===== src/sv/u2u_pkg.sv =====
// Shared types and constants for the UTF-8 to UTF-16 transcoder.
// Used by the front, queue, back and top-level modules.
package u2u_pkg;

  localparam int QDepth = 4;
  localparam int QPtrW  = $clog2(QDepth);
  localparam int QCntW  = $clog2(QDepth + 1);

  localparam logic [15:0] REPLACEMENT = 16'hFFFD;
  localparam logic [20:0] BOM_CP      = 21'h00FEFF;
  localparam logic [20:0] SUPP_BASE   = 21'h010000;
  localparam logic [20:0] CP_MAX      = 21'h10FFFF;
  localparam logic [15:0] HI_SURR     = 16'hD800;
  localparam logic [15:0] LO_SURR     = 16'hDC00;

  typedef struct packed {
    logic        two;
    logic [15:0] unit0;
    logic        bad0;
    logic [15:0] unit1;
    logic        bad1;
  } u2u_entry_t;

  typedef struct packed {
    logic       valid;
    u2u_entry_t entry;
  } u2u_head_t;

endpackage


===== src/sv/utf8_to_utf16_decoder_core.sv =====
// UTF-8 to UTF-16 transcoder, top level.
// Connects u2u_front, u2u_queue and u2u_back; depends on u2u_pkg.
//
// Input channel: in_valid/in_ready carry one byte (data_byte) with first_byte
// marking the start of a text and last_byte its end. Output channel:
// out_valid/out_ready carry one UTF-16 code unit with bad_sequence set on a
// 0xFFFD error unit and last_of_run set on the final unit caused by a byte.
// A byte yields zero, one or two units (two for a surrogate pair, or for an
// error followed by another unit); a leading U+FEFF of a text is dropped.
// Throughput: one byte per cycle while out_ready stays high and each byte
// yields at most one unit; the output side moves one unit per cycle while
// out_ready is high. A byte's units are registered into the queue when it
// is accepted and are offered from its head. Between decoder and serializer
// sits a four-entry queue; in_ready stays high while it has room, so input
// keeps flowing with out_ready low until it fills, then stalls until drained.
// Reset (rst, synchronous) empties the queue, clears any open sequence and
// marks the stream as having emitted nothing yet.
module utf8_to_utf16_decoder_core
  import u2u_pkg::*;
(
  input  logic        clk,
  input  logic        rst,
  input  logic        in_valid,
  output logic        in_ready,
  input  logic [7:0]  data_byte,
  input  logic        first_byte,
  input  logic        last_byte,
  output logic        out_valid,
  input  logic        out_ready,
  output logic [15:0] code_unit,
  output logic        bad_sequence,
  output logic        last_of_run
);

  logic       push;
  logic       pop;
  logic       space;
  u2u_entry_t entry;
  u2u_head_t  head;

  u2u_front u_front (
    .clk        (clk),
    .rst        (rst),
    .in_valid   (in_valid),
    .data_byte  (data_byte),
    .first_byte (first_byte),
    .last_byte  (last_byte),
    .space      (space),
    .in_ready   (in_ready),
    .push       (push),
    .entry      (entry)
  );

  u2u_queue u_queue (
    .clk      (clk),
    .rst      (rst),
    .push     (push),
    .entry_in (entry),
    .pop      (pop),
    .space    (space),
    .head     (head)
  );

  u2u_back u_back (
    .clk          (clk),
    .rst          (rst),
    .head         (head),
    .pop          (pop),
    .out_ready    (out_ready),
    .out_valid    (out_valid),
    .code_unit    (code_unit),
    .bad_sequence (bad_sequence),
    .last_of_run  (last_of_run)
  );

endmodule


===== src/sv/u2u_front.sv =====
// Front end: decodes one UTF-8 byte per cycle, while the queue has space, into zero to two UTF-16 units.
// Holds the sequence state; depends on u2u_pkg.
module u2u_front
  import u2u_pkg::*;
(
  input  logic       clk,
  input  logic       rst,
  input  logic       in_valid,
  input  logic [7:0] data_byte,
  input  logic       first_byte,
  input  logic       last_byte,
  input  logic       space,
  output logic       in_ready,
  output logic       push,
  output u2u_entry_t entry
);

  logic [1:0]  bytes_pending, bytes_pending_next;
  logic [20:0] accum, accum_next;
  logic        nothing_emitted, nothing_emitted_next;

  logic [1:0]  pend;
  logic [20:0] acc;
  logic        ne;
  logic        lead;
  logic [1:0]  n;
  logic [15:0] unit_v [2];
  logic        bad_v  [2];
  logic [20:0] cp;
  logic [19:0] sv_off;
  logic        accept;

  assign in_ready = space;
  assign accept   = in_valid && in_ready;

  always_comb begin
    pend      = first_byte ? 2'd0 : bytes_pending;
    acc       = first_byte ? 21'd0 : accum;
    ne        = first_byte | nothing_emitted;
    n         = 2'd0;
    unit_v[0] = '0;
    unit_v[1] = '0;
    bad_v[0]  = 1'b0;
    bad_v[1]  = 1'b0;
    lead      = 1'b0;
    cp        = {acc[14:0], data_byte[5:0]};
    sv_off    = 20'(cp - SUPP_BASE);
    bytes_pending_next = pend;
    accum_next         = acc;

    if (pend == 2'd0) begin
      lead = 1'b1;
    end else if (data_byte[7:6] == 2'b10) begin
      bytes_pending_next = pend - 2'd1;
      accum_next         = cp;
      if (pend == 2'd1) begin
        accum_next = '0;
        if (cp == BOM_CP && ne) begin
          n = 2'd0;
        end else if (cp < SUPP_BASE) begin
          unit_v[0] = cp[15:0];
          n         = 2'd1;
        end else if (cp <= CP_MAX) begin
          unit_v[0] = HI_SURR | {6'd0, sv_off[19:10]};
          unit_v[1] = LO_SURR | {6'd0, sv_off[9:0]};
          n         = 2'd2;
        end else begin
          unit_v[0] = REPLACEMENT;
          bad_v[0]  = 1'b1;
          n         = 2'd1;
        end
      end
    end else begin
      unit_v[0]          = REPLACEMENT;
      bad_v[0]           = 1'b1;
      n                  = 2'd1;
      bytes_pending_next = 2'd0;
      accum_next         = '0;
      lead               = 1'b1;
    end

    if (lead) begin
      if (!data_byte[7]) begin
        unit_v[n[0]] = {8'd0, data_byte};
        bad_v[n[0]]  = 1'b0;
        n            = n + 2'd1;
      end else if (data_byte[7:5] == 3'b110) begin
        bytes_pending_next = 2'd1;
        accum_next         = {16'd0, data_byte[4:0]};
      end else if (data_byte[7:4] == 4'b1110) begin
        bytes_pending_next = 2'd2;
        accum_next         = {17'd0, data_byte[3:0]};
      end else if (data_byte[7:3] == 5'b11110) begin
        bytes_pending_next = 2'd3;
        accum_next         = {18'd0, data_byte[2:0]};
      end else begin
        unit_v[n[0]] = REPLACEMENT;
        bad_v[n[0]]  = 1'b1;
        n            = n + 2'd1;
      end
    end

    if (last_byte && bytes_pending_next != 2'd0) begin
      unit_v[n[0]]       = REPLACEMENT;
      bad_v[n[0]]        = 1'b1;
      n                  = n + 2'd1;
      bytes_pending_next = 2'd0;
      accum_next         = '0;
    end

    nothing_emitted_next = ne && (n == 2'd0);
  end

  assign push        = accept && (n != 2'd0);
  assign entry.two   = (n == 2'd2);
  assign entry.unit0 = unit_v[0];
  assign entry.bad0  = bad_v[0];
  assign entry.unit1 = unit_v[1];
  assign entry.bad1  = bad_v[1];

  always_ff @(posedge clk) begin
    if (rst) begin
      bytes_pending   <= '0;
      accum           <= '0;
      nothing_emitted <= 1'b1;
    end else if (accept) begin
      bytes_pending   <= bytes_pending_next;
      accum           <= accum_next;
      nothing_emitted <= nothing_emitted_next;
    end
  end

`ifndef SYNTHESIS
  a_last_clears: assert property (@(posedge clk) disable iff (rst)
    accept && last_byte |=> bytes_pending == 2'd0)
    else $error("sequence still pending after last byte");
  a_push_marks: assert property (@(posedge clk) disable iff (rst)
    push |=> !nothing_emitted)
    else $error("emitted flag not cleared after output");
  a_idle_accum: assert property (@(posedge clk) disable iff (rst)
    bytes_pending == 2'd0 |-> accum == '0)
    else $error("accumulator holds bits with no sequence open");
`endif

endmodule


===== src/sv/u2u_queue.sv =====
// Short request queue between the byte decoder and the output serializer.
// Depends on u2u_pkg for depth and entry type.
module u2u_queue
  import u2u_pkg::*;
(
  input  logic       clk,
  input  logic       rst,
  input  logic       push,
  input  u2u_entry_t entry_in,
  input  logic       pop,
  output logic       space,
  output u2u_head_t  head
);

  u2u_entry_t       store [QDepth];
  logic [QPtrW-1:0] wr_ptr, rd_ptr;
  logic [QCntW-1:0] count;

  assign space      = count < QCntW'(QDepth);
  assign head.valid = count != '0;
  assign head.entry = store[rd_ptr];

  always_ff @(posedge clk) begin
    if (push) begin
      store[wr_ptr] <= entry_in;
    end
  end

  always_ff @(posedge clk) begin
    if (rst) begin
      wr_ptr <= '0;
      rd_ptr <= '0;
      count  <= '0;
    end else begin
      if (push) begin
        wr_ptr <= wr_ptr + QPtrW'(1);
      end
      if (pop) begin
        rd_ptr <= rd_ptr + QPtrW'(1);
      end
      case ({push, pop})
        2'b10:   count <= count + QCntW'(1);
        2'b01:   count <= count - QCntW'(1);
        default: count <= count;
      endcase
    end
  end

`ifndef SYNTHESIS
  a_no_overflow: assert property (@(posedge clk) disable iff (rst)
    push |-> space)
    else $error("push into full queue");
  a_no_underflow: assert property (@(posedge clk) disable iff (rst)
    pop |-> head.valid)
    else $error("pop from empty queue");
  a_count_bound: assert property (@(posedge clk) disable iff (rst)
    count <= QCntW'(QDepth))
    else $error("queue count out of range");
`endif

endmodule


===== src/sv/u2u_back.sv =====
// Back end: walks each queued request out as one or two UTF-16 units.
// Depends on u2u_pkg for the request and head types.
module u2u_back
  import u2u_pkg::*;
(
  input  logic        clk,
  input  logic        rst,
  input  u2u_head_t   head,
  output logic        pop,
  input  logic        out_ready,
  output logic        out_valid,
  output logic [15:0] code_unit,
  output logic        bad_sequence,
  output logic        last_of_run
);

  logic second;
  logic take;

  assign out_valid    = head.valid;
  assign code_unit    = second ? head.entry.unit1 : head.entry.unit0;
  assign bad_sequence = second ? head.entry.bad1 : head.entry.bad0;
  assign last_of_run  = second || !head.entry.two;
  assign take         = out_valid && out_ready;
  assign pop          = take && last_of_run;

  always_ff @(posedge clk) begin
    if (rst) begin
      second <= 1'b0;
    end else if (take) begin
      second <= !last_of_run;
    end
  end

`ifndef SYNTHESIS
  a_second_valid: assert property (@(posedge clk) disable iff (rst)
    second |-> head.valid && head.entry.two)
    else $error("second unit selected without a pair at head");
  a_pop_taken: assert property (@(posedge clk) disable iff (rst)
    pop |-> out_valid && out_ready)
    else $error("request dropped without delivery");
  a_pair_order: assert property (@(posedge clk) disable iff (rst)
    take && !last_of_run |=> second && out_valid)
    else $error("low surrogate lost after high surrogate");
`endif

endmodule

===== config.mk =====
export PLATFORM = sky130hd
export DESIGN_NAME = utf8_to_utf16_decoder_core
export DESIGN_NICKNAME = d
export VERILOG_FILES = /design/src/sv/u2u_pkg.sv /design/src/sv/utf8_to_utf16_decoder_core.sv /design/src/sv/u2u_front.sv /design/src/sv/u2u_queue.sv /design/src/sv/u2u_back.sv
export SDC_FILE = /design/constraint.sdc
export NUM_CORES = 1
export LEC_CHECK = 0
export BUFFER_PORTS_ARGS = -buffer_cell sky130_fd_sc_hd__buf_4
export CORE_ASPECT_RATIO = 2
export CORE_MARGIN = 4
export CORE_UTILIZATION = 61
export DETAILED_ROUTE_END_ITERATION = 10
export PLACE_DENSITY = 0.79
export SYNTH_ARGS = -nofsm -noshare
export SYNTH_HDL_FRONTEND = slang
export SYNTH_SLANG_ARGS = --single-unit

===== constraint.sdc =====
create_clock -name clk -period 5.2 [get_ports clk]
set_clock_uncertainty 0.15 [all_clocks]
set_input_delay 1.04 -clock clk [delete_from_list [all_inputs] [get_ports clk]]
set_output_delay 1.04 -clock clk [all_outputs]
set_load 0.01 [all_outputs]

# After elaboration in Yosys (flattened, before gate mapping)
# Memories as Yosys holds them, arrays and structs flattened. A register that Yosys moved wholly into a read port is not among the register bits.
# Cells that the tools add are included.
[totals]
reg_bits = 32
ram_bits = 140
in_bits = 14
out_inout_bits = 20
word_cells = 139
n_memories = 1
[mem_list]
columns = ["name", "depth", "width", "rd", "rd_ports_with_merged_regs", "wr", "line", "rtl"]
rows = [
  ["u_queue.store", 4, 35, 1, 1, 1, "u2u_queue.sv:15", "u2u_entry_t store [QDepth];"],
]
[op_classes]
addsub = 8
n_lt_le_gt_ge = 7
n_eq_ne = 9
n_mux = 76
bitwise = 13
n_reduce_logical = 18
[op_table]
columns = ["cell", "n"]
rows = [
  ["32-bit two-way mux", 9],
  ["21-bit two-way mux", 10],
  ["16-bit two-way mux", 8],
  ["30-bit OR", 2],
  ["2-bit two-way mux", 29],
  ["32-bit bitwise mux", 1],
  ["16-bit demux with 1-bit select", 2],
  ["21-bit by 16-bit == test with 1-bit output (second input constant)", 1],
  ["21-bit less-or-equal comparator (second input constant)", 1],
  ["21-bit by 17-bit < comparator with 1-bit output (second input constant)", 1],
  ["20-bit by 17-bit subtractor with 20-bit output (second input constant)", 1],
  ["14-bit two-way mux", 1],
  ["1-bit two-way mux", 13],
  ["1-bit logical AND", 9],
  ["2-bit by 1-bit adder with 2-bit output (second input constant)", 4],
  ["2-bit bitwise AND", 3],
  ["2-bit == test (second input constant)", 3],
  ["2-bit NOT", 3],
  ["3-bit case mux with 2 select lines", 1],
  ["2-bit nonzero test", 3],
  ["5-bit == test (second input constant)", 1],
  ["2-bit by 1-bit == test with 1-bit output (second input constant)", 2],
  ["4-bit == test (second input constant)", 1],
  ["2-bit greater-or-equal comparator (second input constant)", 2],
  ["other kinds (14)", 20],
]

# Longest topological paths before layout
[depth]
depth_word = 22
ltp_mapped = 22
ltp_nobuf = 22

# Hierarchy
# A second synthesis with hierarchy kept.
[unflattened]
hier_cells = 562
hier_area_um2 = 7886.3
[modules_own_cells]
columns = ["module", "instances", "cells_per_inst", "area_each_um2", "seq_area_each_um2"]
rows = [
  ["u2u_queue", 1, 230, 5534.1, 4384.2],
  ["u2u_front", 1, 306, 2078.2, 360.3],
  ["u2u_back", 1, 26, 274.0, 20.0],
]

# Worst setup path after synthesis
# Ideal clock, no wire load.
[synth_timing]
path_type = "input to register"
start = "in first_byte"
end = "mem u_queue.store[1][10] in the netlist's numbering, enable pin"
setup_ps = 390
arrival_ps = 4289
t_required_ps = 4660
setup_slack_ps = 372
cell_stages = 16
n_path_buf = 0
cell_sequence = "inv_2 > nand2_1 > ha_1 > inv_1 > a211oi_2 > nand4_1 > a31oi_4 > o21ai_2 > and2_4 > ha_1 > inv_1 > o21ai_0 > o2bb2ai_1 > a211oi_1 > a211oi_2 > and2_1"
[synth_via]
elab_chain_cells = 20
elab_cells_between_ends = 38
cone_classes = "add/sub: 3; order compare: 2; eq/ne: 2; mux: 24; bitwise: 1; reduce/logical: 6"
[synth_lines]
columns = ["element", "line", "rtl"]
rows = [
  ["from (decl)", "utf8_to_utf16_decoder_core.sv:26", "input logic first_byte,"],
  ["21-bit two-way mux", "u2u_front.sv:38", "acc = first_byte ? 21'd0 : accum;"],
  ["21-bit less-or-equal comparator", "u2u_front.sv:63", "end else if (cp <= CP_MAX) begin"],
  ["2-bit two-way mux", "u2u_front.sv:63", ""],
  ["2-bit two-way mux", "u2u_front.sv:60", "end else if (cp < SUPP_BASE) begin"],
  ["2-bit two-way mux", "u2u_front.sv:58", "if (cp == BOM_CP && ne) begin"],
  ["2-bit two-way mux", "u2u_front.sv:56", "if (pend == 2'd1) begin"],
  ["2-bit two-way mux", "u2u_front.sv:53", "end else if (data_byte[7:6] == 2'b10) begin"],
  ["2-bit two-way mux", "u2u_front.sv:51", "if (pend == 2'd0) begin"],
  ["[... 4 more ...]", "-", ""],
  ["2-bit two-way mux", "u2u_front.sv:83", "if (!data_byte[7]) begin"],
  ["2-bit two-way mux", "u2u_front.sv:82", "if (lead) begin"],
  ["2-bit by 1-bit adder with 2-bit output", "u2u_front.sv:106", "n = n + 2'd1;"],
  ["2-bit two-way mux (*)", "u2u_front.sv:103", "if (last_byte && bytes_pending_next != 2'd0) begin"],
  ["2-bit nonzero test (*)", "u2u_front.sv:114", "assign push = accept && (n != 2'd0);"],
  ["1-bit logical AND (*)", "u2u_front.sv:114", ""],
  ["1-bit two-way mux (*)", "u2u_queue.sv:24", "if (push) begin"],
  ["1-bit two-way mux (implied by the code) (*)", "u2u_queue.sv:25", "store[wr_ptr] <= entry_in;"],
  ["to (decl)", "u2u_queue.sv:15", ""],
]
# Mark *: on every way between the ends. The rest lies on a longest branch, timed or not.

# Worst setup path in the final report
[layout_timing]
start = "in first_byte"
end = "reg u_queue.count[2]"
[layout_via]
elab_chain_cells = 20
elab_cells_between_ends = 40
cone_classes = "add/sub: 3; order compare: 2; eq/ne: 4; mux: 23; bitwise: 1; reduce/logical: 7"
[layout_lines]
columns = ["element", "line", "rtl"]
rows = [
  ["21-bit two-way mux", "u2u_front.sv:38", ""],
  ["21-bit less-or-equal comparator", "u2u_front.sv:63", ""],
  ["2-bit two-way mux", "u2u_front.sv:63", ""],
  ["2-bit two-way mux", "u2u_front.sv:60", ""],
  ["2-bit two-way mux", "u2u_front.sv:58", ""],
  ["2-bit two-way mux", "u2u_front.sv:56", ""],
  ["2-bit two-way mux", "u2u_front.sv:53", ""],
  ["2-bit two-way mux", "u2u_front.sv:51", ""],
  ["[... 4 more ...]", "-", ""],
  ["2-bit two-way mux", "u2u_front.sv:83", ""],
  ["2-bit two-way mux", "u2u_front.sv:82", ""],
  ["2-bit by 1-bit adder with 2-bit output", "u2u_front.sv:106", ""],
  ["2-bit two-way mux (*)", "u2u_front.sv:103", ""],
  ["2-bit nonzero test (*)", "u2u_front.sv:114", ""],
  ["1-bit logical AND (*)", "u2u_front.sv:114", ""],
  ["2-bit by 1-bit == test with 1-bit output or 2-bit == test (tied branches)", "u2u_queue.sv:41", "case ({push, pop})"],
  ["3-bit case mux with 2 select lines or 2-bit nonzero test (tied branches)", "-", ""],
  ["to (signal assigned)", "u2u_queue.sv:42", "2'b10: count <= count + QCntW'(1);"],
  ["to (signal assigned)", "u2u_queue.sv:43", "2'b01: count <= count - QCntW'(1);"],
  ["to (signal assigned)", "u2u_queue.sv:44", "default: count <= count;"],
  ["to (decl)", "u2u_queue.sv:17", "logic [QCntW-1:0] count;"],
]
# Marked as above.
# A chain may end at the register's enable or synchronous reset.

==> flow_metrics.env <==
export IMPL_arrival_ps=5030
export IMPL_die_area_um2=13300
export IMPL_routed_via_density=6.54
export IMPL_ys_flop_type="edfxtp_1"
export IMPL_rows=54
export IMPL_yosys_warnings=0
export IMPL_min_period_ps=4840
export IMPL_n_fill_cell=696
export IMPL_h_tree_depth=4
export IMPL_netlist_instances=545
export IMPL_vias=4850
export IMPL_layout_commonest_cell="edfxtp_1"
export IMPL_ys_types=65
export IMPL_drive_above_1_share_pct=22.6
export IMPL_numClockSinks=148
export IMPL_core_um2=11000
export IMPL_ys_ff_latch=148
export IMPL_cp_required_ps=5390
export IMPL_clkPwrFrac_pct=35.3
export IMPL_cts_made_buffers=17
export IMPL_min_period_over_period_pct=93.0
export IMPL_setup_violations=0
export IMPL_num_antenna_cells=0
export IMPL_slew_headroom_pct=46.3
export IMPL_port_buffers=33
export IMPL_mostFrequentLayoutCells="edfxtp_1, nand2_1, buf_4, nor2_1"
export IMPL_pwr_share_seq_pct=43.0
export IMPL_die_y_um=159
export IMPL_die_x_um=83.5
export IMPL_switching_power_mw=0.961
export IMPL_avgSynthCellArea_um2=12.8
export IMPL_cts_tree="yes"
export IMPL_io_pin_count=34
export IMPL_final_net_count=616
export IMPL_yosysSeqAreaShare_pct=59.9
export IMPL_worst_pin_slew_ps=804
export IMPL_grt_max_degree=31
export IMPL_clkTransAtPathRegs_ps=70
export IMPL_detail_route_antenna_nets=0
export IMPL_initial_utilization_pct=63.1
export IMPL_clockRootBuffer="clkbuf_16"
export IMPL_grtUsageTotal_pct=29.4
export IMPL_leakage_nw=2.91
export IMPL_cts_path_max_buffers=2
export IMPL_drt_wl_total_mm=18.6
export IMPL_hold_buffers=0
export IMPL_gp_congestion=1.01
export IMPL_p_comb_share_pct=21.7
export IMPL_grt_pass1_vias=5225
export IMPL_switching_share_pct=28.5
export IMPL_dr_pass1_iters=5
export IMPL_antenna_found_initial=0
export IMPL_cp_end_kind="register"
export IMPL_dpl_cell_area_um2=7420
export IMPL_hold_violations=0
export IMPL_design_area_um2=8030
export IMPL_grt_pass1_wl_mm=29.1
export IMPL_syn_area_um2=6950
export IMPL_synth_nets=572
export IMPL_max_cap_viol_count=0
export IMPL_dp_hpwl_mm=13.2
export IMPL_drt_initial_drc_count=456
export IMPL_hold_path_class="reg -> reg"
export IMPL_drc=0
export IMPL_clock_latency_ps=410
export IMPL_syn2layout_area_growth_pct=15.5
export IMPL_rsz0062_at_grt="no"
export IMPL_wl_per_cell_um=25.0
export IMPL_crit_type="in -> reg"
export IMPL_synth_edf_count=120
export IMPL_outcome="complete, no violations"
export IMPL_ir_drop_mv=0.296
export IMPL_p_per_area_nw_per_um2=420
export IMPL_fmax_ghz=0.207
export IMPL_cp_max_fo=16
export IMPL_slew_violations=0
export IMPL_intPower_mw=2.42
export IMPL_startpoint_type="primary input"
export IMPL_overflow=0
export IMPL_tns_ps=0
export IMPL_async_flop_share_pct=0
==> final timing paths <==
check                                         from                                     to  slack, ps  depth (start not counted)
max                                     first_byte          u_queue.count[2]$_SDFFE_PP0P_        360                         23
min          u_front.bytes_pending[0]$_SDFFE_PP0P_  u_front.bytes_pending[0]$_SDFFE_PP0P_        340                          2
max reg2reg          u_front.accum[6]$_SDFFE_PP0P_          u_queue.count[2]$_SDFFE_PP0P_        810                         19
min reg2reg  u_front.bytes_pending[0]$_SDFFE_PP0P_  u_front.bytes_pending[0]$_SDFFE_PP0P_        340                          2
==> layer usage <==
layer / track usage [%] / part of all wire (%) / up-vias
met4: 18.8 / 6.3 / 0
met2: 53.2 / 56 / 237
met1: 31.2 / 32 / 2393
met3: 4.66 / 5.5 / 69
met5: 0 / 0 / -
li1: - / - / 2151
==> what timing repair did <==
item / CTS / global route
setup buffers: 0 / 1
resized for setup: 0 / 1
endpoints found under the setup margin: 0 / 1
==> power groups by stage <==
stage,clock network (mW),logic [mW],registers [mW]
floorplan,0,0.476,1.44
global placement,0,0.712,1.46
detailed placement,0,0.729,1.47
CTS,1.21,0.742,1.45
global route,1.27,0.799,1.46
finish,1.19,0.733,1.45
==> critical path: stages <==
cell and delay (ps):
buf_4 190, inv_2 60, nand2_1 120, ha_1 160
inv_1 60, a211oi_4 250, nand4_1 210, a31oi_4 240
o21ai_2 90, and2_4 190, ha_1 300, inv_1 50
o21ai_0 70, o2bb2ai_1 190, a211oi_1 280, a211oi_2 160
inv_1 90, ha_1 190, inv_1 70, fa_1 380
xor2_1 160, or3_1 320, a21oi_1 150
==> area by class of cell <==
type | instances | area [um^2] | share of cell area (%)
flip-flops and latches | 148 | 4170 | 51.9
multi-input cells | 354 | 2600 | 32.4
clock buffers | 17 | 425 | 5.30
repair buffers | 50 | 425 | 5.30
well taps | 140 | 175 | 2.18
clock inverters | 15 | 168 | 2.09
inverters | 18 | 67.6 | 0.841
==> sequential cells by signal (all words and copies together), names as in the netlist, named ones only <==
signal / flops
u_back.second: 1
u_front.accum: 15
u_front.bytes_pending: 2
u_front.nothing_emitted: 1
u_queue.count: 3
u_queue.rd_ptr: 2
u_queue.store: 120
u_queue.wr_ptr: 2
==> per-stage QoR <==
| stage | util, % | total power [mW] | worst slack (ps) | cells | hold slack, ps |
|---|---|---|---|---|---|
| finish | 72.9 | 3.38 | 363 | 742 | 341 |
| global route | 72.9 | 3.53 | 14.3 | 742 | 345 |
| CTS | 72.8 | 3.40 | 444 | 741 | 331 |
| detailed placement | 67.4 | 2.20 | 3.36 | 709 | 321 |
| global placement | 67.4 | 2.17 | 180 | 709 | 322 |
| floorplan | - | 1.92 | 372 | 545 | 296 |
==> kinds of logic after synthesis <==
| family | Yosys count | share of synthesized area, % |
|---|---|---|
| AO/OA/AOI/OAI | 114 | 11.3 |
| flip-flops | 148 | 59.9 |
| adder cells (fa/ha/maj) | 13 | 2.45 |
| AND/OR/NAND/NOR | 188 | 12.7 |
| buffers and inverters | 43 | 2.74 |
| multiplexers | 33 | 10.2 |
| XOR/XNOR | 6 | 0.756 |
==> cell usage after synthesis, drive strengths merged (2+ instances only) <==
| cell type | n | area share [%] |
|---|---|---|
| mux4 | 30 | 9.7 |
| nor3 | 8 | 0.58 |
| nand4 | 7 | 0.63 |
| inv | 18 | 0.97 |
| or3 | 5 | 0.47 |
| o21ai | 33 | 2.5 |
| mux2i | 3 | 0.43 |
| a21o | 5 | 0.54 |
| a211oi | 4 | 0.58 |
| dfxtp | 28 | 8.1 |
| nand3 | 12 | 0.86 |
| xnor2 | 3 | 0.38 |
| o221ai | 3 | 0.38 |
| a22oi | 4 | 0.43 |
| nor2b | 7 | 0.74 |
| nand2 | 85 | 4.6 |
| nor2 | 38 | 2.1 |
| a21oi | 30 | 2.2 |
| nand2b | 6 | 0.54 |
| a221oi | 2 | 0.25 |
| o22ai | 4 | 0.45 |
| ha | 12 | 2.2 |
| a32oi | 2 | 0.25 |
| a22o | 9 | 1.1 |
| or2 | 2 | 0.22 |
| buf | 14 | 1.2 |
| a31oi | 3 | 0.49 |
| a221o | 3 | 0.47 |
| clkbuf | 11 | 0.59 |
| edfxtp | 120 | 52 |
| o21bai | 2 | 0.38 |
| xor2 | 3 | 0.38 |
| and2 | 8 | 0.79 |
| and3 | 3 | 0.27 |
| o21a | 2 | 0.22 |
No activity file was read; power rests on OpenSTA's default activity.
